--- src/hw/rtl/u8sd_pkg.sv ---
// ----------------------------------------------------------------------------
// u8sd_pkg
// Shared types, constants and value check of the UTF-8 sanitizing decoder.
// ----------------------------------------------------------------------------
package u8sd_pkg;

  localparam int CP_W    = 21;
  localparam int Q_DEPTH = 4;
  localparam int Q_AW    = $clog2(Q_DEPTH);
  localparam int Q_CW    = $clog2(Q_DEPTH + 1);

  localparam logic [CP_W-1:0] REPL_CP  = 21'h00FFFD;
  localparam logic [CP_W-1:0] MIN_MB   = 21'h0000A0;
  localparam logic [CP_W-1:0] SURR_LO  = 21'h00D800;
  localparam logic [CP_W-1:0] SURR_HI  = 21'h00DFFF;
  localparam logic [CP_W-1:0] MIN_3B   = 21'h000800;
  localparam logic [CP_W-1:0] MIN_4B   = 21'h010000;
  localparam logic [CP_W-1:0] MAX_CP   = 21'h10FFFF;

  localparam logic [2:0] LEN_NONE = 3'd0;
  localparam logic [2:0] LEN_2    = 3'd2;
  localparam logic [2:0] LEN_3    = 3'd3;
  localparam logic [2:0] LEN_4    = 3'd4;

  typedef struct packed {
    logic [CP_W-1:0] code_point;
    logic            replaced;
    logic            end_of_text;
    logic            last_of_item;
  } res_t;

  // results caused by one byte, in order: res0 first
  typedef struct packed {
    logic [1:0] n;
    res_t       res0;
    res_t       res1;
  } dec_out_t;

  function automatic logic value_bad(logic [CP_W-1:0] c, logic [2:0] len);
    value_bad = (c < MIN_MB)
             || (c >= SURR_LO && c <= SURR_HI)
             || (len == LEN_3 && c < MIN_3B)
             || (len == LEN_4 && c < MIN_4B)
             || (c > MAX_CP);
  endfunction

endpackage

--- src/hw/rtl/utf8_sanitizing_decoder.sv ---
// ----------------------------------------------------------------------------
// utf8_sanitizing_decoder
// UTF-8 byte stream in, sanitized Unicode code points out.
// ----------------------------------------------------------------------------
// One byte is taken per cycle and decoded in the same cycle into zero, one or
// two results, which go into a four-entry result queue; the output side gives
// one result beat per cycle from the queue head. Sustained rate is one byte
// per cycle as long as each byte yields at most one result; a byte that
// yields two (a broken sequence followed by a byte that decodes on its own)
// costs one extra output beat. in_stall rises when the queue holds more than
// two results, so it follows output backpressure after a short lag. Invalid
// input becomes U+FFFD with out_replaced set; a zero byte closes the text with
// code point 0 and out_end_of_text set, after a U+FFFD if a sequence was open.
module utf8_sanitizing_decoder (
  input  logic                       clk,
  input  logic                       rst_n,
  input  logic                       in_valid,
  output logic                       in_stall,
  input  logic [7:0]                 in_byte_in,
  output logic                       out_valid,
  input  logic                       out_stall,
  output logic [u8sd_pkg::CP_W-1:0]  out_code_point,
  output logic                       out_replaced,
  output logic                       out_end_of_text,
  output logic                       out_last_of_item
);

  logic               accept;
  logic               no_room;
  logic [1:0]         push_n;
  u8sd_pkg::dec_out_t dec;

  assign in_stall = no_room;
  assign accept   = in_valid && !no_room;
  assign push_n   = accept ? dec.n : 2'd0;

  u8sd_decode u_decode (
    .clk     (clk),
    .rst_n   (rst_n),
    .accept  (accept),
    .byte_in (in_byte_in),
    .dec     (dec)
  );

  u8sd_outq u_outq (
    .clk              (clk),
    .rst_n            (rst_n),
    .push_n           (push_n),
    .res0             (dec.res0),
    .res1             (dec.res1),
    .no_room          (no_room),
    .out_valid        (out_valid),
    .out_stall        (out_stall),
    .out_code_point   (out_code_point),
    .out_replaced     (out_replaced),
    .out_end_of_text  (out_end_of_text),
    .out_last_of_item (out_last_of_item)
  );

endmodule

--- src/hw/rtl/u8sd_decode.sv ---
// ----------------------------------------------------------------------------
// u8sd_decode
// Sequence state and single-pass decode of one byte into up to two results.
// ----------------------------------------------------------------------------
module u8sd_decode (
  input  logic                clk,
  input  logic                rst_n,
  input  logic                accept,
  input  logic [7:0]          byte_in,
  output u8sd_pkg::dec_out_t  dec
);

  logic [2:0]                  seq_r, seq_nxt;
  logic [2:0]                  seen_r, seen_nxt;
  logic [u8sd_pkg::CP_W-1:0]   acc_r, acc_nxt;
  logic                        tail_r, tail_nxt;

  logic                        cont;
  logic                        fr_v;
  u8sd_pkg::res_t              fr_res;
  logic [2:0]                  fr_seq;
  logic [2:0]                  fr_seen;
  logic [u8sd_pkg::CP_W-1:0]   fr_acc;
  logic                        fr_tail;

  assign cont = (byte_in[7:6] == 2'b10);

  // decode of a byte with no sequence pending
  always_comb begin
    fr_v    = 1'b0;
    fr_res  = '0;
    fr_seq  = u8sd_pkg::LEN_NONE;
    fr_seen = 3'd0;
    fr_acc  = '0;
    fr_tail = 1'b0;
    if (cont) begin
      fr_tail = 1'b1;
      if (!tail_r) begin
        fr_v                = 1'b1;
        fr_res.code_point   = u8sd_pkg::REPL_CP;
        fr_res.replaced     = 1'b1;
      end
    end else if (byte_in == 8'h00) begin
      fr_v               = 1'b1;
      fr_res.end_of_text = 1'b1;
    end else if (!byte_in[7]) begin
      fr_v              = 1'b1;
      fr_res.code_point = {13'd0, byte_in};
    end else if (byte_in[7:5] == 3'b110) begin
      fr_seq  = u8sd_pkg::LEN_2;
      fr_seen = 3'd1;
      fr_acc  = {16'd0, byte_in[4:0]};
    end else if (byte_in[7:4] == 4'b1110) begin
      fr_seq  = u8sd_pkg::LEN_3;
      fr_seen = 3'd1;
      fr_acc  = {17'd0, byte_in[3:0]};
    end else if (byte_in[7:3] == 5'b11110) begin
      fr_seq  = u8sd_pkg::LEN_4;
      fr_seen = 3'd1;
      fr_acc  = {18'd0, byte_in[2:0]};
    end else begin
      fr_v              = 1'b1;
      fr_res.code_point = u8sd_pkg::REPL_CP;
      fr_res.replaced   = 1'b1;
    end
  end

  always_comb begin
    logic use_fresh;
    use_fresh = 1'b0;
    seq_nxt   = seq_r;
    seen_nxt  = seen_r;
    acc_nxt   = acc_r;
    tail_nxt  = tail_r;
    dec       = '0;
    if (seq_r != u8sd_pkg::LEN_NONE) begin
      if (cont) begin
        acc_nxt  = {acc_r[u8sd_pkg::CP_W-7:0], byte_in[5:0]};
        seen_nxt = 3'(seen_r + 3'd1);
        if (seen_nxt >= seq_r) begin
          dec.n = 2'd1;
          if (u8sd_pkg::value_bad(acc_nxt, seq_r)) begin
            dec.res0.code_point = u8sd_pkg::REPL_CP;
            dec.res0.replaced   = 1'b1;
          end else begin
            dec.res0.code_point = acc_nxt;
          end
          seq_nxt  = u8sd_pkg::LEN_NONE;
          seen_nxt = 3'd0;
          acc_nxt  = '0;
        end
      end else begin
        // broken sequence: replacement, then the byte starts over
        dec.n               = 2'd1;
        dec.res0.code_point = u8sd_pkg::REPL_CP;
        dec.res0.replaced   = 1'b1;
        use_fresh           = 1'b1;
      end
    end else begin
      use_fresh = 1'b1;
    end

    if (use_fresh) begin
      seq_nxt  = fr_seq;
      seen_nxt = fr_seen;
      acc_nxt  = fr_acc;
      tail_nxt = fr_tail;
      if (fr_v) begin
        if (dec.n == 2'd0) begin
          dec.res0 = fr_res;
        end else begin
          dec.res1 = fr_res;
        end
        dec.n = 2'(dec.n + 2'd1);
      end
    end

    if (dec.n == 2'd2) begin
      dec.res1.last_of_item = 1'b1;
    end else begin
      dec.res0.last_of_item = 1'b1;
    end
  end

  always_ff @(posedge clk) begin
    if (!rst_n) begin
      seq_r  <= u8sd_pkg::LEN_NONE;
      seen_r <= 3'd0;
      acc_r  <= '0;
      tail_r <= 1'b0;
    end else if (accept) begin
      seq_r  <= seq_nxt;
      seen_r <= seen_nxt;
      acc_r  <= acc_nxt;
      tail_r <= tail_nxt;
    end
  end

endmodule

--- src/hw/rtl/u8sd_outq.sv ---
// ----------------------------------------------------------------------------
// u8sd_outq
// Result queue: takes up to two results per cycle, gives one beat per cycle unless stalled.
// ----------------------------------------------------------------------------
module u8sd_outq (
  input  logic                       clk,
  input  logic                       rst_n,
  input  logic [1:0]                 push_n,
  input  u8sd_pkg::res_t             res0,
  input  u8sd_pkg::res_t             res1,
  output logic                       no_room,
  output logic                       out_valid,
  input  logic                       out_stall,
  output logic [u8sd_pkg::CP_W-1:0]  out_code_point,
  output logic                       out_replaced,
  output logic                       out_end_of_text,
  output logic                       out_last_of_item
);

  u8sd_pkg::res_t               mem [u8sd_pkg::Q_DEPTH];
  logic [u8sd_pkg::Q_AW-1:0]    wptr_r, wptr_nxt;
  logic [u8sd_pkg::Q_AW-1:0]    rptr_r, rptr_nxt;
  logic [u8sd_pkg::Q_CW-1:0]    cnt_r, cnt_nxt;
  logic [u8sd_pkg::Q_AW-1:0]    wptr_p1;
  logic                         pop;
  u8sd_pkg::res_t               head;

  assign out_valid = (cnt_r != '0);
  assign pop       = out_valid && !out_stall;
  // keep room for a two-result byte
  assign no_room   = (cnt_r > u8sd_pkg::Q_CW'(u8sd_pkg::Q_DEPTH - 2));
  assign wptr_p1   = u8sd_pkg::Q_AW'(wptr_r + 1'b1);

  assign wptr_nxt = u8sd_pkg::Q_AW'(wptr_r + u8sd_pkg::Q_AW'(push_n));
  assign rptr_nxt = pop ? u8sd_pkg::Q_AW'(rptr_r + 1'b1) : rptr_r;
  assign cnt_nxt  = u8sd_pkg::Q_CW'(cnt_r + u8sd_pkg::Q_CW'(push_n)
                    - u8sd_pkg::Q_CW'(pop));

  always_ff @(posedge clk) begin
    if (push_n != 2'd0) begin
      mem[wptr_r] <= res0;
    end
    if (push_n == 2'd2) begin
      mem[wptr_p1] <= res1;
    end
  end

  always_ff @(posedge clk) begin
    if (!rst_n) begin
      wptr_r <= '0;
      rptr_r <= '0;
      cnt_r  <= '0;
    end else begin
      wptr_r <= wptr_nxt;
      rptr_r <= rptr_nxt;
      cnt_r  <= cnt_nxt;
    end
  end

  assign head             = mem[rptr_r];
  assign out_code_point   = head.code_point;
  assign out_replaced     = head.replaced;
  assign out_end_of_text  = head.end_of_text;
  assign out_last_of_item = head.last_of_item;

endmodule

--- config.mk ---
export PLATFORM = sky130hd
export DESIGN_NAME = utf8_sanitizing_decoder
export DESIGN_NICKNAME = d
export VERILOG_FILES = /design/src/hw/rtl/u8sd_pkg.sv /design/src/hw/rtl/utf8_sanitizing_decoder.sv /design/src/hw/rtl/u8sd_decode.sv /design/src/hw/rtl/u8sd_outq.sv
export SDC_FILE = /design/constraint.sdc
export NUM_CORES = 1
export LEC_CHECK = 0
export BUFFER_PORTS_ARGS = -buffer_cell sky130_fd_sc_hd__buf_2
export CORE_MARGIN = 2
export CORE_UTILIZATION = 45
export CTS_CLUSTER_DIAMETER = 60
export DETAILED_ROUTE_END_ITERATION = 10
export PLACE_DENSITY_LB_ADDON = 0.05
export SLEW_MARGIN = 20
export SYNTH_ARGS = -nofsm -noshare
export SYNTH_HDL_FRONTEND = slang
export SYNTH_HIERARCHICAL = 1
export SYNTH_SLANG_ARGS = --single-unit
export TNS_END_PERCENT = 20
--- constraint.sdc ---
create_clock -name clk -period 7.2 [get_ports clk]
set_input_delay 0.72 -clock clk [delete_from_list [all_inputs] [get_ports clk]]
set_output_delay 0.72 -clock clk [all_outputs]
set_load 0.03 [all_outputs]
==> impl_metrics.csv, run 1 <==
group,metric,value,unit
run_status,status,"complete, no violations",
sta,period_share,58.4,%
worst_hold_path,hp-class,"reg2reg",
yosys,syn_inst,522,
setup_path,path_common_cell,"nor2_1",
setup_path,endpoint_kind,"flop",
power,power_leakage,2.70,nW
detailed_routing,postRouteAntennaNets,0,
yosys,synth-edff-count,96,
final_layout,nFillCells,1335,
run,maxCapViolations,0,
yosys,netlist_area,6910,um2
clock_tree,clockRootBuffer,"clkbuf_16",
yosys,synth_seq_cells,127,
global_route,grt.total_usage,20.8,%
sta,maxSlewViolCount,0,
setup_path,cp-endpoint,"u_outq/mem[0][8]",
setup_path,crit_arrival,4360,ps
sta,hold_viol,0,
floorplanning,ios,38,
yosys,synth_top_area_cell,"edfxtp_1",
sta,rsz0062_at_grt,"false",
floorplanning,die_area,16400,um2
detailed_routing,drt_wl_total,16.0,mm
placement,numPortBuffers,37,
clock_tree,cts_hold_buf,0,
floorplanning,core_area,15100,um2
final_layout,syn_to_final_growth,11.4,%
power,finalPower,2.49,mW
sta,fin_skew,9.29,ps
floorplanning,die_x,128,um
setup_path,rrSetupSlack,2990,ps
setup_path,startpoint,"u_decode/seen_r[0]",
clock_tree,cts_max_level,4,
sta,setup_viol,0,
setup_path,cp.depth,14,
floorplanning,initial_utilization,45.8,%
placement,place_congestion,0.855,
yosys,synth_top_area_share,41.7,%
sta,period_minus_slack,4210,ps
clock_tree,cts_resized,0,
placement,post-place-cells,713,
setup_path,crit_required,7360,ps
detailed_routing,wl_per_cell,21.5,um
setup_path,worstReg2RegStart,"u_decode/seen_r[0]",
detailed_routing,drc_errors,0,
setup_path,slowest_stage,"nand3_2",
yosys,synth_area_leaders,"edfxtp_1 (42%), mux2_2 (12%), dfxtp_1 (9.0%), mux4_2 (7.8%), mux2_1 (3.3%)",
power,ir_worst_vdd,0.000168,V
sta,tightest_slew,1050,ps
detailed_routing,drtIter0Drc,278,
final_layout,layout_commonest_cell,"edfxtp_1",
floorplanning,die_h,128,um
clock_tree,clk_pin_slew,50,ps
yosys,async_reset_ff_share,0,%
setup_path,rr_worst_depth,14,
final_layout,antenna_cells,0,
setup_path,reg2reg_to,"u_outq/mem[0][8]",
clock_tree,cts_buffers,17,
global_route,grt.overflow.total,0,
yosys,yosysSeqAreaShare,50.7,%
global_route,grt_pass1_wl,25.3,mm
setup_path,path_cells,"ha_1 > xor2_1 > ha_1 > a21oi_1 > o21ai_0 > nor2_1 > nor2_1 > ha_1 > nor2_1 > nor2_1 > and3b_2 > and2b_1 > nand3_2 > mux2_1",
setup_path,critical_path_class,"reg2reg",
setup_path,path_buf_inv,0,
yosys,synth_flop_cell,"edfxtp_1",
placement,dpl.hpwl,9.72,mm
setup_path,cp_top_family,"simple AND/OR/NAND/NOR gates",
detailed_routing,vias,4213,
sta,setup_tns,0,ps
yosys,avgSynthCellArea,13.2,um2
setup_path,critical_path.max_fanout,24,
clock_tree,cts_tree,"done",
clock_tree,cts_buffer_depth,2,
power,powerDensity,323,nW/um2
yosys,ys_types,62,
final_layout,nNetsFinal,566,
setup_path,max_stage_delay,660,ps
global_route,grt_pass1_vias,4255,
clock_tree,clock_latency,420,ps
final_layout,final_cells,745,
final_layout,drive_gt1_share,33.6,%
yosys,synth_warnings,6,
detailed_routing,via_per_inst,5.66,
setup_path,critPathLaunchType,"flop",
clock_tree,clock-sinks,127,
detailed_routing,first_pass_iters,5,
floorplanning,rows,45,
global_route,grt_max_degree,41,
sta,slew_headroom,30.0,%
sta,timing.fmax,0.238,GHz
global_route,grt_antenna_before_repair,0,
clock_tree,post_cts_buffers,0,
final_layout,final_cell_mix,"edfxtp_1 (96), mux2_2 (76), buf_2 (37), nor2_1 (31), dfxtp_1 (30)",
tightest hold or removal path: cells and delay by family (launching register included):
kind          cells  cell delay [ps]
mux               1               70
simple gates      1               50
flops             1              300
cells in the mapped netlist, types with 2 or more instances:
cell,count
or4_1,2
buf_2,7
o22ai_1,2
inv_1,11
clkbuf_1,10
nor2b_1,4
dfxtp_1,31
mux4_2,24
edfxtp_1,96
nor3b_1,3
buf_6,5
buf_1,2
nor3_1,10
buf_4,18
and3_1,6
nor3_4,2
xor2_1,2
a211oi_1,4
nand3b_1,4
mux2i_1,11
xnor2_1,4
mux2_2,76
nand3_1,9
nor2_1,32
ha_1,9
nand2b_1,12
o21ai_0,14
a21oi_1,14
and2_1,7
or3_1,2
a21boi_0,6
and3b_2,2
nand2_1,21
o21a_1,11
o311a_1,3
mux2_1,20
logic make-up after synthesis:
logic type / count (synthesis) / share of synthesized area (%)
muxes: 131 / 25.0
and+or+nand+nor: 128 / 10.3
DFF: 127 / 50.7
AOI/OAI and AO/OA: 66 / 6.75
buffers and inverters: 53 / 4.52
adders and majority gates: 10 / 1.92
xor gates and xnor gates: 6 / 0.760
other: 1 / 0.0542
metrics by stage:
| stage | util, % | worst slack (ps) | area [um2] | hold WS (ps) |
|---|---|---|---|---|
| after global placement | 47.3 | 2960 | 7130 | 465 |
| after detailed placement | 47.3 | 2950 | 7130 | 472 |
| after global routing | 51.0 | 2600 | 7700 | 509 |
| final | 51.0 | 2990 | 7700 | 477 |
| after CTS | 51.0 | 2920 | 7700 | 479 |
| after floorplan | - | 3170 | 6930 | 445 |
registers in the layout (all words and copies together), names as in the netlist, named ones only:
signal           flops
u_decode/acc_r      15
u_decode/seen_r      3
u_decode/seq_r       3
u_decode/tail_r      1
u_outq/cnt_r         3
u_outq/mem          96
u_outq/rptr_r        2
u_outq/wptr_r        2
report_power, final:
part | switching [mW] | total, mW | leakage, nW | internal, mW
clock | 0.297 | 0.838 | 0.276 | 0.541
sequential | 0.0643 | 0.970 | 1.12 | 0.906
combinational | 0.404 | 0.681 | 1.30 | 0.277
layout make-up:
type,instances,area [um2],area share [%]
Tap cell,188,235,3.05
Multi-Input combinational cell,346,3140,40.7
Timing Repair Buffer,41,215,2.79
Clock inverter,8,118,1.53
Clock buffer,24,452,5.87
Sequential cell,127,3500,45.5
Inverter,11,41.3,0.536
worst min path at each step:
stage	from	end	slack [ps]	cells past startpoint
6_report	u_outq/rptr_r[1]	flop	480	2
5_1_grt	u_outq/rptr_r[1]	flop	510	2
4_1_cts	u_outq/rptr_r[1]	u_outq/rptr_r[1]	480	2
3_5_place_dp	u_outq/rptr_r[1]	u_outq/rptr_r[1]	470	2
3_3_place_gp	u_outq/rptr_r[1]	u_outq/rptr_r[1]	470	2
2_1_floorplan	u_outq/rptr_r[1]	flop	450	2
layer usage:
layer	GRT usage (%)	vias to the layer above	share of wire, %	wire, um
met3	3.59	17	4.3	686
met1	30.0	2089	48	7730
met5	0	-	0	0
met2	31.8	95	46	7340
li1	-	2012	-	-
met4	7.37	0	1.4	221
Note: power is estimated with default switching activity, not from simulation.
==> run 2, diff against run 1 <==
==> constraint.sdc (replaced) <==
create_clock -name clk -period 3.9 [get_ports clk]
set_input_delay 0.39 -clock clk [delete_from_list [all_inputs] [get_ports clk]]
set_output_delay 0.39 -clock clk [all_outputs]
set_load 0.03 [all_outputs]
==> run 2 against run 1 <==
  * Non-clock buffer count increased by 18
  * Clock power increased by 100%
  * Clock skew about the same
  * Via count increased by 3.9%
  * First-iteration DRC count increased by 52%
  * Fmax increased by 18%
  * Global-route usage increased by 0.15 points
  * Worst setup slack got worse by 2700 ps
  * Register-to-register slack got worse by 2700 ps
  * Final area increased by 3.1%
  * Critical path depth increased by 1
  * Combinational power increased by 86%
  * Highest routed layer unchanged
==> impl_metrics.csv, run 2 (same netlist as run 1, synthesis figures left out) <==
group,metric,value,unit
sta,hold_slack,269,ps
clock_tree,clockRootBuffer,"clkbuf_16",
power,powerDensity,600,nW/um2
clock_tree,clock-sinks,127,
worst_hold_path,hp-class,"in2reg",
setup_path,critical_path_class,"reg2reg",
sta,hold_viol,0,
floorplanning,initial_utilization,45.8,%
final_layout,largest_register_ff_count,96,
detailed_routing,vias,4377,
worst_hold_path,whs_path_depth,3,
placement,dpl.hpwl,10.5,mm
global_route,grt.overflow.total,0,
clock_tree,cts_max_level,4,
setup_path,worstReg2RegStart,"u_decode/seen_r[0]",
final_layout,nFillCells,1331,
final_layout,nNetsFinal,584,
final_layout,antenna_cells,0,
power,finalPower,4.76,mW
setup_path,rr_worst_depth,15,
detailed_routing,first_pass_iters,6,
sta,tightest_slew,1010,ps
setup_path,max_stage_delay,350,ps
global_route,grtUsageMet2,33.5,%
setup_path,critPathLaunchType,"flop",
run,maxCapViolations,0,
setup_path,path_cells,"ha_1 > xor2_1 > ha_1 > nand2_1 > o21ai_0 > nor2_1 > nor2_1 > ha_1 > nor2_1 > nor2_1 > and3b_2 > nand2b_2 > nor2_2 > buf_4 > mux2_2",
detailed_routing,drc_errors,0,
sta,period_share,91.5,%
sta,period_minus_slack,3570,ps
clock_tree,clock_latency,430,ps
final_layout,final_cells,763,
placement,numPortBuffers,37,
sta,maxSlewViolCount,0,
clock_tree,clk_pin_slew,60,ps
global_route,grt_pass1_vias,4402,
global_route,grtUsageMet3,3.67,%
placement,preCtsSetupSlack,312,ps
clock_tree,post_cts_buffers,0,
global_route,use_met1,28.8,%
sta,timing.fmax,0.280,GHz
global_route,grt.total_usage,21.0,%
final_layout,largestRegisters,"u_outq/mem x96, u_decode/acc_r x15",
global_route,grt_pass1_wl,25.5,mm
detailed_routing,via_per_inst,5.74,
worst_hold_path,worstHoldStart,"in_byte_in[0]",
clock_tree,cts_hold_buf,0,
floorplanning,core_area,15100,um2
final_layout,layout_commonest_cell,"edfxtp_1",
sta,fin_skew,9.33,ps
final_layout,drive_gt1_share,36.2,%
worst_hold_path,hold_end,"u_decode/acc_r[0]",
floorplanning,die_h,128,um
floorplanning,rows,45,
setup_path,crit_arrival,3740,ps
setup_path,critical_path.max_fanout,9,
setup_path,path_common_cell,"nor2_1",
setup_path,endpoint_kind,"flop",
run_status,status,"complete, no violations",
floorplanning,die_x,128,um
floorplanning,die_area,16400,um2
global_route,busiest_layer,"met2",
setup_path,slowest_stage,"mux2_2",
power,ir_worst_vdd,0.000387,V
placement,place_congestion,0.850,
clock_tree,cts_resized,0,
placement,post-place-cells,731,
final_layout,top_register,"u_outq/mem",
detailed_routing,drtIter0Drc,422,
setup_path,rrSetupSlack,330,ps
sta,rsz0062_at_grt,"false",
detailed_routing,wl_per_cell,21.2,um
clock_tree,cts_buffer_depth,2,
final_layout,final_cell_mix,"edfxtp_1 (96), mux2_2 (76), buf_2 (37), nor2_1 (31), dfxtp_1 (30)",
global_route,grt_max_degree,37,
clock_tree,cts_buffers,17,
sta,setup_viol,0,
sta,slew_headroom,32.9,%
clock_tree,cts_tree,"done",
detailed_routing,postRouteAntennaNets,0,
sta,finalWorstSetupSlack,331,ps
global_route,grt_antenna_before_repair,0,
floorplanning,ios,38,
detailed_routing,drt_wl_total,16.2,mm
power,power_leakage,2.84,nW
setup_path,crit_required,4070,ps
final_layout,syn_to_final_growth,14.8,%
setup_path,reg2reg_to,"u_outq/mem[3][2]",
-- run 2: cell types whose count changed in the layout (fill, tap and decap cells not counted), sizes merged --
cell / change
inv: +1
buf: +18
clkinv: +1
bufinv: +1
clkbuf: -2
clkinvlp: -1
-- run 2: through the flow --
| stage | TNS, ps | cell area (um2) | util [%] |
|---|---|---|---|
| after floorplan | -1640 | 6930 | - |
| after global placement | 0 | 7300 | 48.4 |
| after detailed placement | 0 | 7300 | 48.4 |
| after CTS | 0 | 7940 | 52.6 |
| after global routing | 0 | 7940 | 52.6 |
| final | 0 | 7940 | 52.6 |
-- run 2: worst max-delay path by stage --
stage,endpoint,startpoint,slack [ps],cells after the start
2_1_floorplan,u_outq/mem[1][0],u_decode/seen_r[0],-70,14
3_3_place_gp,u_outq/mem[3][23],u_decode/seen_r[0],370,15
3_5_place_dp,u_outq/mem[3][23],u_decode/seen_r[0],310,15
4_1_cts,u_outq/mem[3][23],u_decode/seen_r[0],300,15
5_1_grt,u_outq/mem[3][23],u_decode/seen_r[0],80,15
6_report,u_outq/mem[3][2],u_decode/seen_r[0],330,15
-- run 2: cell type report --
type                    instances  area (um2)  area share (%)
clock buffers                  22         484            6.10
clock inverters                10         156            1.97
inverters                      11        41.3           0.520
multi-input cells             346        3120            39.3
flip-flops and latches        127        3500            44.1
well taps                     188         235            2.96
repair buffers                 59         400            5.04
-- run 2: power by group --
group	internal [mW]	switching, mW	leakage, nW
Clock	1.13	0.575	0.318
Combinational	0.528	0.739	1.40
Sequential	1.67	0.117	1.12
Total	3.33	1.43	2.84
-- run 2: worst max-delay path: cells and delay by family (launching register included) --
kind                     cells  cell delay (ps)
XOR/XNOR                     1              150
flip-flops                   1              330
AO/OA/AOI/OAI                1              270
buffers and inverters        1              230
multiplexers                 1              350
AND/OR/NAND/NOR              8             1230
adder cells (fa/ha/maj)      3              760
-- run 2: layer usage --
layer | vias to the layer above | part of all wire, % | wire length, um
li1 | 2057 | - | -
met1 | 2193 | 46 | 7430
met2 | 105 | 49 | 7870
met3 | 22 | 3.6 | 582
met4 | 0 | 1.6 | 261
met5 | - | 0 | 0
